**config.mk**
```make
export PLATFORM = sky130hd
export DESIGN_NAME = software_timer_table
export DESIGN_NICKNAME = d
export VERILOG_FILES = /design/src/design/stt_pkg.sv /design/src/design/software_timer_table.sv /design/src/design/stt_cell.sv /design/src/design/stt_head.sv
export SDC_FILE = /design/constraint.sdc
export NUM_CORES = 1
export LEC_CHECK = 0
export ABC_AREA = 1
export BUFFER_PORTS_ARGS = -buffer_cell sky130_fd_sc_hd__buf_2
export CORE_MARGIN = 4
export CORE_UTILIZATION = 30
export DETAILED_ROUTE_END_ITERATION = 10
export HOLD_SLACK_MARGIN = 0.06
export PLACE_DENSITY = 0.47
export SLEW_MARGIN = 20
export SYNTH_ARGS = -nofsm -noshare
export SYNTH_HDL_FRONTEND = slang
export SYNTH_SLANG_ARGS = --single-unit
```
**constraint.sdc**
```tcl
create_clock -name i_clk -period 35.6 [get_ports i_clk]
set_input_delay 0 -clock i_clk [delete_from_list [all_inputs] [get_ports i_clk]]
set_output_delay 0 -clock i_clk [all_outputs]
set_load 0.01 [all_outputs]
```
**src/design/stt_pkg.sv**
```systemverilog
// ----------------------------------------------------------------------------
// stt_pkg: shared types and constants of the software timer table
// Slot record, scan control and head result types, action and event codes.
// ----------------------------------------------------------------------------
package stt_pkg;

    // table geometry
    localparam int NUM_SLOTS   = 16;
    localparam int MAX_RESULTS = 16;
    localparam int TICK_W      = 32;
    localparam int ID_W        = 4;
    localparam int STEP_W      = (NUM_SLOTS > 1) ? $clog2(NUM_SLOTS) : 1;
    localparam int CNT_W       = $clog2(MAX_RESULTS + 1);
    localparam int CMP_W       = (STEP_W > ID_W) ? STEP_W : ID_W;

    // request codes
    localparam logic [1:0] ACT_ADD    = 2'd0;
    localparam logic [1:0] ACT_CANCEL = 2'd1;
    localparam logic [1:0] ACT_TICK   = 2'd2;

    // event codes
    localparam logic [1:0] EV_ADDED     = 2'd0;
    localparam logic [1:0] EV_FULL      = 2'd1;
    localparam logic [1:0] EV_CANCELLED = 2'd2;
    localparam logic [1:0] EV_EXPIRED   = 2'd3;

    typedef enum logic [1:0] {
        ST_IDLE,
        ST_SCAN,
        ST_FLUSH
    } t_state;

    // contents of one timer slot
    typedef struct packed {
        logic              valid;
        logic [TICK_W-1:0] expiry;
        logic [TICK_W-1:0] period;
        logic              one_shot;
    } t_slot;

    // request being scanned, as seen by the head
    typedef struct packed {
        logic [1:0]        action;
        logic [TICK_W-1:0] now_ticks;
        logic [TICK_W-1:0] delay_ticks;
        logic              one_shot;
        logic [ID_W-1:0]   slot_index;
        logic [STEP_W-1:0] step;
        logic              add_done;
        logic              cap_ok;
    } t_scan_ctl;

    // event raised by the head for the slot under it
    typedef struct packed {
        logic            hit;
        logic [1:0]      kind;
        logic [ID_W-1:0] slot_id;
    } t_head_res;

endpackage

```
**src/design/software_timer_table.sv**
```systemverilog
// ----------------------------------------------------------------------------
// software_timer_table: fixed table of software timers
// Slots sit in a ring of cells that rotates once per request past one head
// unit, so every request visits the slots in ascending order.
//
//   channel | direction | handshake                | payload
//   --------+-----------+--------------------------+--------------------------
//   in      | input     | i_in_valid / o_in_ready  | action, now, delay, shot,
//           |           |                          | slot index
//   out     | output    | o_out_valid / i_out_ready| event kind, slot id, last
//
// Each request is loaded, then the ring shifts every slot past the head in
// turn, then any final beat is sent.
// Output stalls freeze the ring; the input is taken only when idle.
// Reset clears slot live flags, control state and the output beat at once.
// ----------------------------------------------------------------------------
module software_timer_table
    import stt_pkg::*;
(
    input  logic              i_clk,
    input  logic              i_rst_n,
    input  logic              i_in_valid,
    output logic              o_in_ready,
    input  logic [1:0]        i_action,
    input  logic [TICK_W-1:0] i_now_ticks,
    input  logic [TICK_W-1:0] i_delay_ticks,
    input  logic              i_one_shot,
    input  logic [ID_W-1:0]   i_slot_index,
    output logic              o_out_valid,
    input  logic              i_out_ready,
    output logic [1:0]        o_event_kind,
    output logic [ID_W-1:0]   o_slot_id,
    output logic              o_last
);

    t_state r_state, n_state;
    logic [STEP_W-1:0] r_step, n_step;
    logic [1:0]        r_action, n_action;
    logic [TICK_W-1:0] r_now, n_now;
    logic [TICK_W-1:0] r_delay, n_delay;
    logic              r_once, n_once;
    logic [ID_W-1:0]   r_idx, n_idx;
    logic              r_done, n_done;
    logic [CNT_W-1:0]  r_count, n_count;
    logic              r_pend_valid, n_pend_valid;
    logic [1:0]        r_pend_kind, n_pend_kind;
    logic [ID_W-1:0]   r_pend_slot, n_pend_slot;
    logic              r_out_valid, n_out_valid;
    logic [1:0]        r_out_kind, n_out_kind;
    logic [ID_W-1:0]   r_out_slot, n_out_slot;
    logic              r_out_last, n_out_last;

    logic      w_out_free;
    logic      w_shift;
    t_scan_ctl w_ctl;
    t_slot     w_head_new;
    t_head_res w_res;
    t_slot     w_cell_q [NUM_SLOTS];

    assign w_out_free = !r_out_valid || i_out_ready;
    assign w_shift    = (r_state == ST_SCAN) && w_out_free;

    // request context for the head
    assign w_ctl = '{action: r_action, now_ticks: r_now, delay_ticks: r_delay,
                     one_shot: r_once, slot_index: r_idx, step: r_step,
                     add_done: r_done,
                     cap_ok: (r_count < CNT_W'(MAX_RESULTS))};

    stt_head u_head (
        .i_ctl  (w_ctl),
        .i_slot (w_cell_q[0]),
        .o_slot (w_head_new),
        .o_res  (w_res)
    );

    // ring of slot cells, the head writes back into the tail
    for (genvar g = 0; g < NUM_SLOTS; g++) begin : g_cell
        t_slot w_in;
        if (g == NUM_SLOTS - 1) begin : g_tail
            assign w_in = w_head_new;
        end else begin : g_body
            assign w_in = w_cell_q[g+1];
        end
        stt_cell u_cell (
            .i_clk   (i_clk),
            .i_rst_n (i_rst_n),
            .i_shift (w_shift),
            .i_slot  (w_in),
            .o_slot  (w_cell_q[g])
        );
    end

    // sequencer and result staging
    always_comb begin
        n_state      = r_state;
        n_step       = r_step;
        n_action     = r_action;
        n_now        = r_now;
        n_delay      = r_delay;
        n_once       = r_once;
        n_idx        = r_idx;
        n_done       = r_done;
        n_count      = r_count;
        n_pend_valid = r_pend_valid;
        n_pend_kind  = r_pend_kind;
        n_pend_slot  = r_pend_slot;
        n_out_valid  = r_out_valid && !i_out_ready;
        n_out_kind   = r_out_kind;
        n_out_slot   = r_out_slot;
        n_out_last   = r_out_last;
        case (r_state)
            ST_IDLE: begin
                if (i_in_valid) begin
                    n_action     = i_action;
                    n_now        = i_now_ticks;
                    n_delay      = i_delay_ticks;
                    n_once       = i_one_shot;
                    n_idx        = i_slot_index;
                    n_step       = '0;
                    n_done       = 1'b0;
                    n_count      = '0;
                    // an add answers full unless a free slot turns up
                    n_pend_valid = (i_action == ACT_ADD);
                    n_pend_kind  = EV_FULL;
                    n_pend_slot  = '0;
                    n_state      = ST_SCAN;
                end
            end
            ST_SCAN: begin
                if (w_out_free) begin
                    if (w_res.hit) begin
                        // earlier expiry goes out, not the final beat
                        if (r_action == ACT_TICK && r_pend_valid) begin
                            n_out_valid = 1'b1;
                            n_out_kind  = r_pend_kind;
                            n_out_slot  = r_pend_slot;
                            n_out_last  = 1'b0;
                        end
                        n_pend_valid = 1'b1;
                        n_pend_kind  = w_res.kind;
                        n_pend_slot  = w_res.slot_id;
                        if (r_action == ACT_ADD) begin
                            n_done = 1'b1;
                        end
                        if (r_action == ACT_TICK) begin
                            n_count = r_count + 1'b1;
                        end
                    end
                    if (r_step == STEP_W'(NUM_SLOTS - 1)) begin
                        n_state = ST_FLUSH;
                    end else begin
                        n_step = r_step + 1'b1;
                    end
                end
            end
            ST_FLUSH: begin
                if (w_out_free) begin
                    if (r_pend_valid) begin
                        n_out_valid = 1'b1;
                        n_out_kind  = r_pend_kind;
                        n_out_slot  = r_pend_slot;
                        n_out_last  = 1'b1;
                    end
                    n_pend_valid = 1'b0;
                    n_state      = ST_IDLE;
                end
            end
            default: begin
                n_state = ST_IDLE;
            end
        endcase
    end

    // control registers
    always_ff @(posedge i_clk) begin
        if (!i_rst_n) begin
            r_state      <= ST_IDLE;
            r_pend_valid <= 1'b0;
            r_out_valid  <= 1'b0;
        end else begin
            r_state      <= n_state;
            r_pend_valid <= n_pend_valid;
            r_out_valid  <= n_out_valid;
        end
    end

    // request and result payload
    always_ff @(posedge i_clk) begin
        r_step      <= n_step;
        r_action    <= n_action;
        r_now       <= n_now;
        r_delay     <= n_delay;
        r_once      <= n_once;
        r_idx       <= n_idx;
        r_done      <= n_done;
        r_count     <= n_count;
        r_pend_kind <= n_pend_kind;
        r_pend_slot <= n_pend_slot;
        r_out_kind  <= n_out_kind;
        r_out_slot  <= n_out_slot;
        r_out_last  <= n_out_last;
    end

    assign o_in_ready   = (r_state == ST_IDLE);
    assign o_out_valid  = r_out_valid;
    assign o_event_kind = r_out_kind;
    assign o_slot_id    = r_out_slot;
    assign o_last       = r_out_last;

endmodule

```
**src/design/stt_cell.sv**
```systemverilog
// ----------------------------------------------------------------------------
// stt_cell: one timer slot in the rotating chain
// Holds a slot record and loads its neighbor's record on every shift.
// ----------------------------------------------------------------------------
module stt_cell
    import stt_pkg::*;
(
    input  logic  i_clk,
    input  logic  i_rst_n,
    input  logic  i_shift,
    input  t_slot i_slot,
    output t_slot o_slot
);

    logic              r_valid;
    logic [TICK_W-1:0] r_expiry;
    logic [TICK_W-1:0] r_period;
    logic              r_one_shot;

    // live flag, cleared by reset
    always_ff @(posedge i_clk) begin
        if (!i_rst_n) begin
            r_valid <= 1'b0;
        end else if (i_shift) begin
            r_valid <= i_slot.valid;
        end
    end

    // timer payload
    always_ff @(posedge i_clk) begin
        if (i_shift) begin
            r_expiry   <= i_slot.expiry;
            r_period   <= i_slot.period;
            r_one_shot <= i_slot.one_shot;
        end
    end

    assign o_slot = '{valid: r_valid, expiry: r_expiry, period: r_period,
                      one_shot: r_one_shot};

endmodule

```
**src/design/stt_head.sv**
```systemverilog
// ----------------------------------------------------------------------------
// stt_head: slot update at the head of the chain
// Applies the current request to the slot passing the head and flags events.
// ----------------------------------------------------------------------------
module stt_head
    import stt_pkg::*;
(
    input  t_scan_ctl i_ctl,
    input  t_slot     i_slot,
    output t_slot     o_slot,
    output t_head_res o_res
);

    logic w_idx_match;
    logic w_due;

    assign w_idx_match = (CMP_W'(i_ctl.step) == CMP_W'(i_ctl.slot_index));
    assign w_due       = i_slot.valid && (i_slot.expiry <= i_ctl.now_ticks);

    // per-request slot update
    always_comb begin
        o_slot        = i_slot;
        o_res.hit     = 1'b0;
        o_res.kind    = EV_ADDED;
        o_res.slot_id = ID_W'(i_ctl.step);
        case (i_ctl.action)
            ACT_ADD: begin
                // first free slot in scan order is claimed
                if (!i_ctl.add_done && !i_slot.valid) begin
                    o_slot.valid    = 1'b1;
                    o_slot.expiry   = i_ctl.now_ticks + i_ctl.delay_ticks;
                    o_slot.period   = i_ctl.delay_ticks;
                    o_slot.one_shot = i_ctl.one_shot;
                    o_res.hit       = 1'b1;
                    o_res.kind      = EV_ADDED;
                end
            end
            ACT_CANCEL: begin
                if (w_idx_match) begin
                    o_slot.valid = 1'b0;
                    o_res.hit    = 1'b1;
                    o_res.kind   = EV_CANCELLED;
                end
            end
            ACT_TICK: begin
                // expiry, then free or reload
                if (w_due && i_ctl.cap_ok) begin
                    o_res.hit  = 1'b1;
                    o_res.kind = EV_EXPIRED;
                    if (i_slot.one_shot) begin
                        o_slot.valid = 1'b0;
                    end else begin
                        o_slot.expiry = i_slot.expiry + i_slot.period;
                    end
                end
            end
            default: begin
                o_slot = i_slot;
            end
        endcase
    end

endmodule

```
==> results_dict.tcl, run 1 <==
set metrics [dict create \
    min_path_type "in -> reg" \
    comb_power_share 0.135 \
    grt_pass1_wl_mm 127 \
    power.switching_mw 0.910 \
    vias 20600 \
    clkPwrFrac 0.325 \
    slew_headroom 0.255 \
    finalHoldViolCount 0 \
    synth.largest_area_cell "edfxtp_1" \
    r2r-start "r_state[1]" \
    cts.sinks 1154 \
    initial_core_util 0.302 \
    die_y_um 380 \
    period_needed_ns 4.74 \
    drtAntennaViolNets 0 \
    synth.area.top_cells "edfxtp_1 (82%), nand2_1 (3.4%), ha_1 (3.0%)" \
    fin_setup_tns_ns 0 \
    hpwl_mm 53.7 \
    wl_mm 83.9 \
    ys_types 46 \
    critPathLaunchType "register" \
    ir_drop_uv 38.1 \
    synthToLayoutAreaGrowth_pct 18.5 \
    yosysWarnings 0 \
    yosys-top-cells-count "edfxtp_1 (1134), nand2_1 (380), inv_1 (195)" \
    tritoncts "yes" \
    finClkSkew_ns 0.0269 \
    cts_resized 0 \
    rsz0062_at_grt "no" \
    crit_type "reg -> reg" \
    hold-worst-slack_ns 0.166 \
    wire_per_inst_um 17.8 \
    antenna_found_initial 2 \
    place_congestion 0.859 \
    syn-num-nets 2668 \
    cts_root_buf "clkbuf_16" \
    worstPathRequired_ns 35.91 \
    swShare 0.262 \
    dp_cells 4358 \
    synth_edf_count 1134 \
    first_iter_violations 1533 \
    die_w_um 380 \
    drive_gt1_frac 0.106 \
    synth_top_area_frac 0.820 \
    ys_ff_latch 1154 \
    arrival_ns 5.04 \
    clockBufferDepth 3 \
    dpl_worst_slack_ns 30.81 \
    yosysMostFrequentCell "edfxtp_1" \
    min-delay-start "i_now_ticks[10]" \
    synthFlopType "edfxtp_1" \
    drv_slew 0 \
    period_share 0.133 \
    ctsHoldBuffers 145 \
    power_per_cell_area_nw_per_um2 70.7 \
    final_cells 4709 \
    synth_cells 2491 \
    setup_viol 0 \
    core_area_um2 137000 \
    die_area_um2 144000 \
    grt.overflow.total 0 \
    seq_power_share 0.540 \
    grt_max_degree 201 \
    htreeDepth 3 \
    io_buffers 83 \
    crit_fanout 86 \
    fmax_mhz 211 \
    status "complete, no violations" \
    endpoint_kind "register" \
    clk_transition_reported_paths_ns 0.07 \
    p_leak_nw 17.3 \
    syn_avg_cell_area_um2 16.7 \
    grt_use_total 0.115 \
    worstSetupStartpoint "r_state[1]" \
    synthArstFlopShare 0 \
    first_pass_iters 5 \
    syn-cell-area_um2 41500 \
    p_int_mw 2.57 \
    io_pins 84 \
    cts_setup_buffers 0 \
    yosysSeqAreaShare 0.830 \
    nets 3000 \
    worstMarginPinSlew_ns 1.12 \
    max_cap_violations 0 \
    grt_pass1_vias 21100 \
    cts_buffers 111 \
    layout_setup_ws_ns 30.86 \
    vias_per_cell 4.38 \
    clock_latency_ns 0.71 \
    drcViolationCount 0 \
    num_rows 136 \
    finalCoreUtilization 0.358 \
]
[metal layers]
metal | global-route usage | vias to the layer above | part of all wire
li1 | - | 9796 | -
met1 | 0.156 | 10300 | 0.47
met2 | 0.181 | 426 | 0.46
met3 | 0.0205 | 148 | 0.039
met4 | 0.0506 | 0 | 0.036
met5 | 0 | - | 0
[metrics by stage]
step                area [um2]  power (mW)
CTS                      49200        3.54
finish                   49200        3.48
global placement         44200        2.36
global route             49200        3.66
detailed placement       44200        2.37
floorplan                41500        2.48
[path summary, 6_finish.rpt]
| path | end | slack [ns] | depth (start not counted) |
|---|---|---|---|
| worst max register to register | g_cell[8].u_cell.r_period[29] | 30.86 | 7 |
| worst max-delay path | g_cell[8].u_cell.r_period[29] | 30.86 | 7 |
| worst min register to register | g_cell[10].u_cell.r_period[8] | 0.40 | 0 |
| worst min-delay path | r_now[10] | 0.17 | 2 |
[registers in the layout (all words and copies together) (netlist names), 5 cells and up]
name,cells
g_cell.u_cell.r_valid,16
g_cell.u_cell.r_period,512
g_cell.u_cell.r_one_shot,16
g_cell.u_cell.r_expiry,512
r_count,5
r_delay,32
r_now,32
[critical path, stage by stage (launching register included)]
cell     delay (ns)
dfxtp_1        0.33
inv_1          0.10
ha_1           0.62
inv_2          0.25
nor2_4         0.33
buf_4          0.80
buf_4          0.78
buf_4          0.91
[kinds of logic (layout without fill, tap and decap cells)]
logic type | after synthesis | after routing | synth area share
adders and majority gates | 102 | 102 | 0.0311
and+or+nand+nor | 650 | 650 | 0.0648
AOI/OAI and AO/OA | 314 | 314 | 0.0440
DFF | 1154 | 1154 | 0.830
other | 0 | 2 | 0
buffers and inverters | 233 | 655 | 0.0225
xor gates and xnor gates | 38 | 38 | 0.00801
[cells in the final DEF (no fill, tap or decap), types with 7 or more instances in the layout]
| master | netlist | routed |
|---|---|---|
| clkinv_1 | 2 | 26 |
| o211ai_1 | 9 | 9 |
| nor2_1 | 140 | 137 |
| xnor2_1 | 16 | 16 |
| o21ai_0 | 67 | 67 |
| a21oi_1 | 127 | 127 |
| o21ai_1 | 28 | 28 |
| xor2_1 | 22 | 22 |
| nor2_2 | 6 | 7 |
| clkbuf_1 | 18 | 27 |
| clkbuf_16 | 0 | 112 |
| o21bai_1 | 9 | 9 |
| a21o_1 | 12 | 12 |
| nand3_1 | 72 | 72 |
| nor3_1 | 12 | 12 |
| a31oi_1 | 22 | 22 |
| dfxtp_1 | 20 | 20 |
| o21a_1 | 11 | 11 |
| buf_2 | 7 | 83 |
| buf_4 | 0 | 20 |
| clkinv_2 | 0 | 20 |
| edfxtp_1 | 1134 | 1134 |
| nand4_1 | 14 | 14 |
| inv_1 | 195 | 194 |
| dlygate4sd3_1 | 0 | 145 |
| nand2_1 | 380 | 380 |
| ha_1 | 100 | 100 |
| nand2_2 | 10 | 10 |
| bufinv_16 | 0 | 9 |
[power by group through the flow]
stage / logic (mW) / clock network [mW] / registers [mW]
CTS: 0.475 / 1.18 / 1.89
global route: 0.525 / 1.24 / 1.90
floorplan: 0.307 / 0 / 2.18
finish: 0.469 / 1.13 / 1.88
detailed placement: 0.461 / 0 / 1.91
global placement: 0.454 / 0 / 1.91
[layout make-up]
class                           count  area [um2]
Fill cell                       13000       88300
Sequential cell                  1154       34500
Multi-Input combinational cell   1104        6160
Clock buffer                      139        2900
Tap cell                         1794        2240
Timing Repair Buffer              250        2060
Inverter                          202         764
Clock inverter                     64         611
Antenna cell                        2        5.00
No activity file was read; power rests on OpenSTA's default activity.
==> run 2: changes to the inputs <==
Settings changed: PLACE_DENSITY 0.47 to 0.49.
Clock period 35.6 ns to 4 ns, I/O delays scaled along.
==> results_dict.tcl, run 2 (synthesis results as in run 1) <==
set metrics [dict create \
    first_pass_iters 5 \
    die_w_um 380 \
    fmax_mhz 292 \
    die_y_um 380 \
    hold-worst-slack_ns 0.125 \
    first_iter_violations 1669 \
    path_cells "ha_1 -> a21oi_1 -> o21ai_0 -> nand2_1 -> nand2_1 -> a21oi_1 -> nand2_1 -> nand2_2 -> nand3_1 -> nand4_1 -> nand3_1 -> nand2_1 -> dlygate4sd3_1 -> nor2_1 -> dlygate4sd3_1" \
    worstPathRequired_ns 4.58 \
    tritoncts "yes" \
    grt_pass1_wl_mm 126 \
    clk_transition_reported_paths_ns 0.06 \
    drive_gt1_frac 0.111 \
    worstMarginPinSlew_ns 0.907 \
    cpMostUsedCell "nand2_1" \
    cts_buffers 113 \
    rsz0062_at_grt "no" \
    num_antenna_cells 0 \
    final_common_cell "edfxtp_1" \
    initial_core_util 0.302 \
    layout_common_cells "edfxtp_1 (1134), nand2_1 (380), inv_1 (194)" \
    vias 20700 \
    cts.sinks 1154 \
    core_area_um2 137000 \
    p_leak_nw 17.4 \
    wire_per_inst_um 17.6 \
    drtAntennaViolNets 0 \
    period_share 0.857 \
    drcViolationCount 0 \
    ff_latch_area_um2 34500 \
    vias_per_cell 4.37 \
    clockBufferDepth 3 \
    drv_slew 0 \
    die_area_um2 144000 \
    dp_cells 4381 \
    clock_latency_ns 0.69 \
    multiInputGateArea_um2 6170 \
    io_pins 84 \
    grt_max_degree 123 \
    layout_setup_ws_ns 0.572 \
    nets 3024 \
    crit_path_max_incr_delay_ns 0.55 \
    ir_drop_uv 432 \
    htreeDepth 3 \
    wl_mm 83.1 \
    grt.overflow.total 0 \
    largestRegisters "g_cell.u_cell.r_expiry (512), g_cell.u_cell.r_period (512)" \
    place_congestion 0.916 \
    critPathLaunchType "register" \
    status "complete, no violations" \
    cts_resized 0 \
    num_rows 136 \
    antenna_found_initial 0 \
    cts_root_buf "clkbuf_16" \
    arrival_ns 4.01 \
    grt_pass1_vias 21000 \
    crit_type "reg -> reg" \
    io_buffers 83 \
    nFillCells 13000 \
    ctsHoldBuffers 145 \
    power_per_cell_area_nw_per_um2 629 \
    synthToLayoutAreaGrowth_pct 19.2 \
    final_cells 4728 \
    dpl_worst_slack_ns 1.13 \
    grt_use_total 0.113 \
    max_cap_violations 0 \
    fin_setup_tns_ns 0 \
    period_needed_ns 3.43 \
    setup_viol 0 \
    min_path_type "in -> reg" \
    hpwl_mm 53.9 \
    cts_setup_buffers 0 \
    finClkSkew_ns 0.0293 \
    cp_slowest_cell "dlygate4sd3_1" \
    finalHoldViolCount 0 \
    total_power_mw 31.1 \
    slew_headroom 0.395 \
    endpoint_kind "register" \
    crit_fanout 5 \
]
==> run 2: area by class of cell <==
| type | count | share of cell area |
|---|---|---|
| multi-input cells | 1104 | 0.125 |
| clock buffers | 140 | 0.0605 |
| repair buffers | 272 | 0.0474 |
| clock inverters | 62 | 0.0109 |
| flip-flops and latches | 1154 | 0.696 |
| well taps | 1794 | 0.0453 |
| inverters | 202 | 0.0154 |
==> run 2: metal layers <==
metal | share of wire | global-route usage
met1 | 0.47 | 0.161
met2 | 0.46 | 0.177
met3 | 0.041 | 0.0168
met4 | 0.029 | 0.0406
met5 | 0 | 0
==> run 2: worst paths after layout <==
kind / from / to / slack [ns] / depth (start not counted)
worst max-delay path: g_cell[0].u_cell.r_expiry[27] / r_pend_valid / 0.57 / 15
worst min-delay path: i_now_ticks[12] / r_now[12] / 0.12 / 2
worst max register to register: g_cell[0].u_cell.r_expiry[27] / r_pend_valid / 0.57 / 15
worst min register to register: g_cell[2].u_cell.r_period[10] / g_cell[1].u_cell.r_period[10] / 0.41 / 0
==> run 2: power breakdown <==
part / switching [mW] / leakage (nW) / total [mW] / internal (mW)
sequential: 0.726 / 10.6 / 16.7 / 16.0
clock: 4.31 / 1.71 / 10.1 / 5.81
combinational: 3.07 / 5.08 / 4.32 / 1.25
==> run 2: critical path: cells and delay by family (launching register included) <==
family | cells | cell delay (ns)
buffers and inverters | 2 | 1.09
adders and majority gates | 1 | 0.34
DFF | 1 | 0.50
and+or+nand+nor | 9 | 0.99
AOI/OAI and AO/OA | 3 | 0.43
==> run 2: metrics by stage <==
stage | instance area, um2 | utilization
floorplan | 41600 | -
global placement | 44500 | 0.324
detailed placement | 44500 | 0.324
CTS | 49500 | 0.360
global route | 49500 | 0.360
finish | 49500 | 0.360
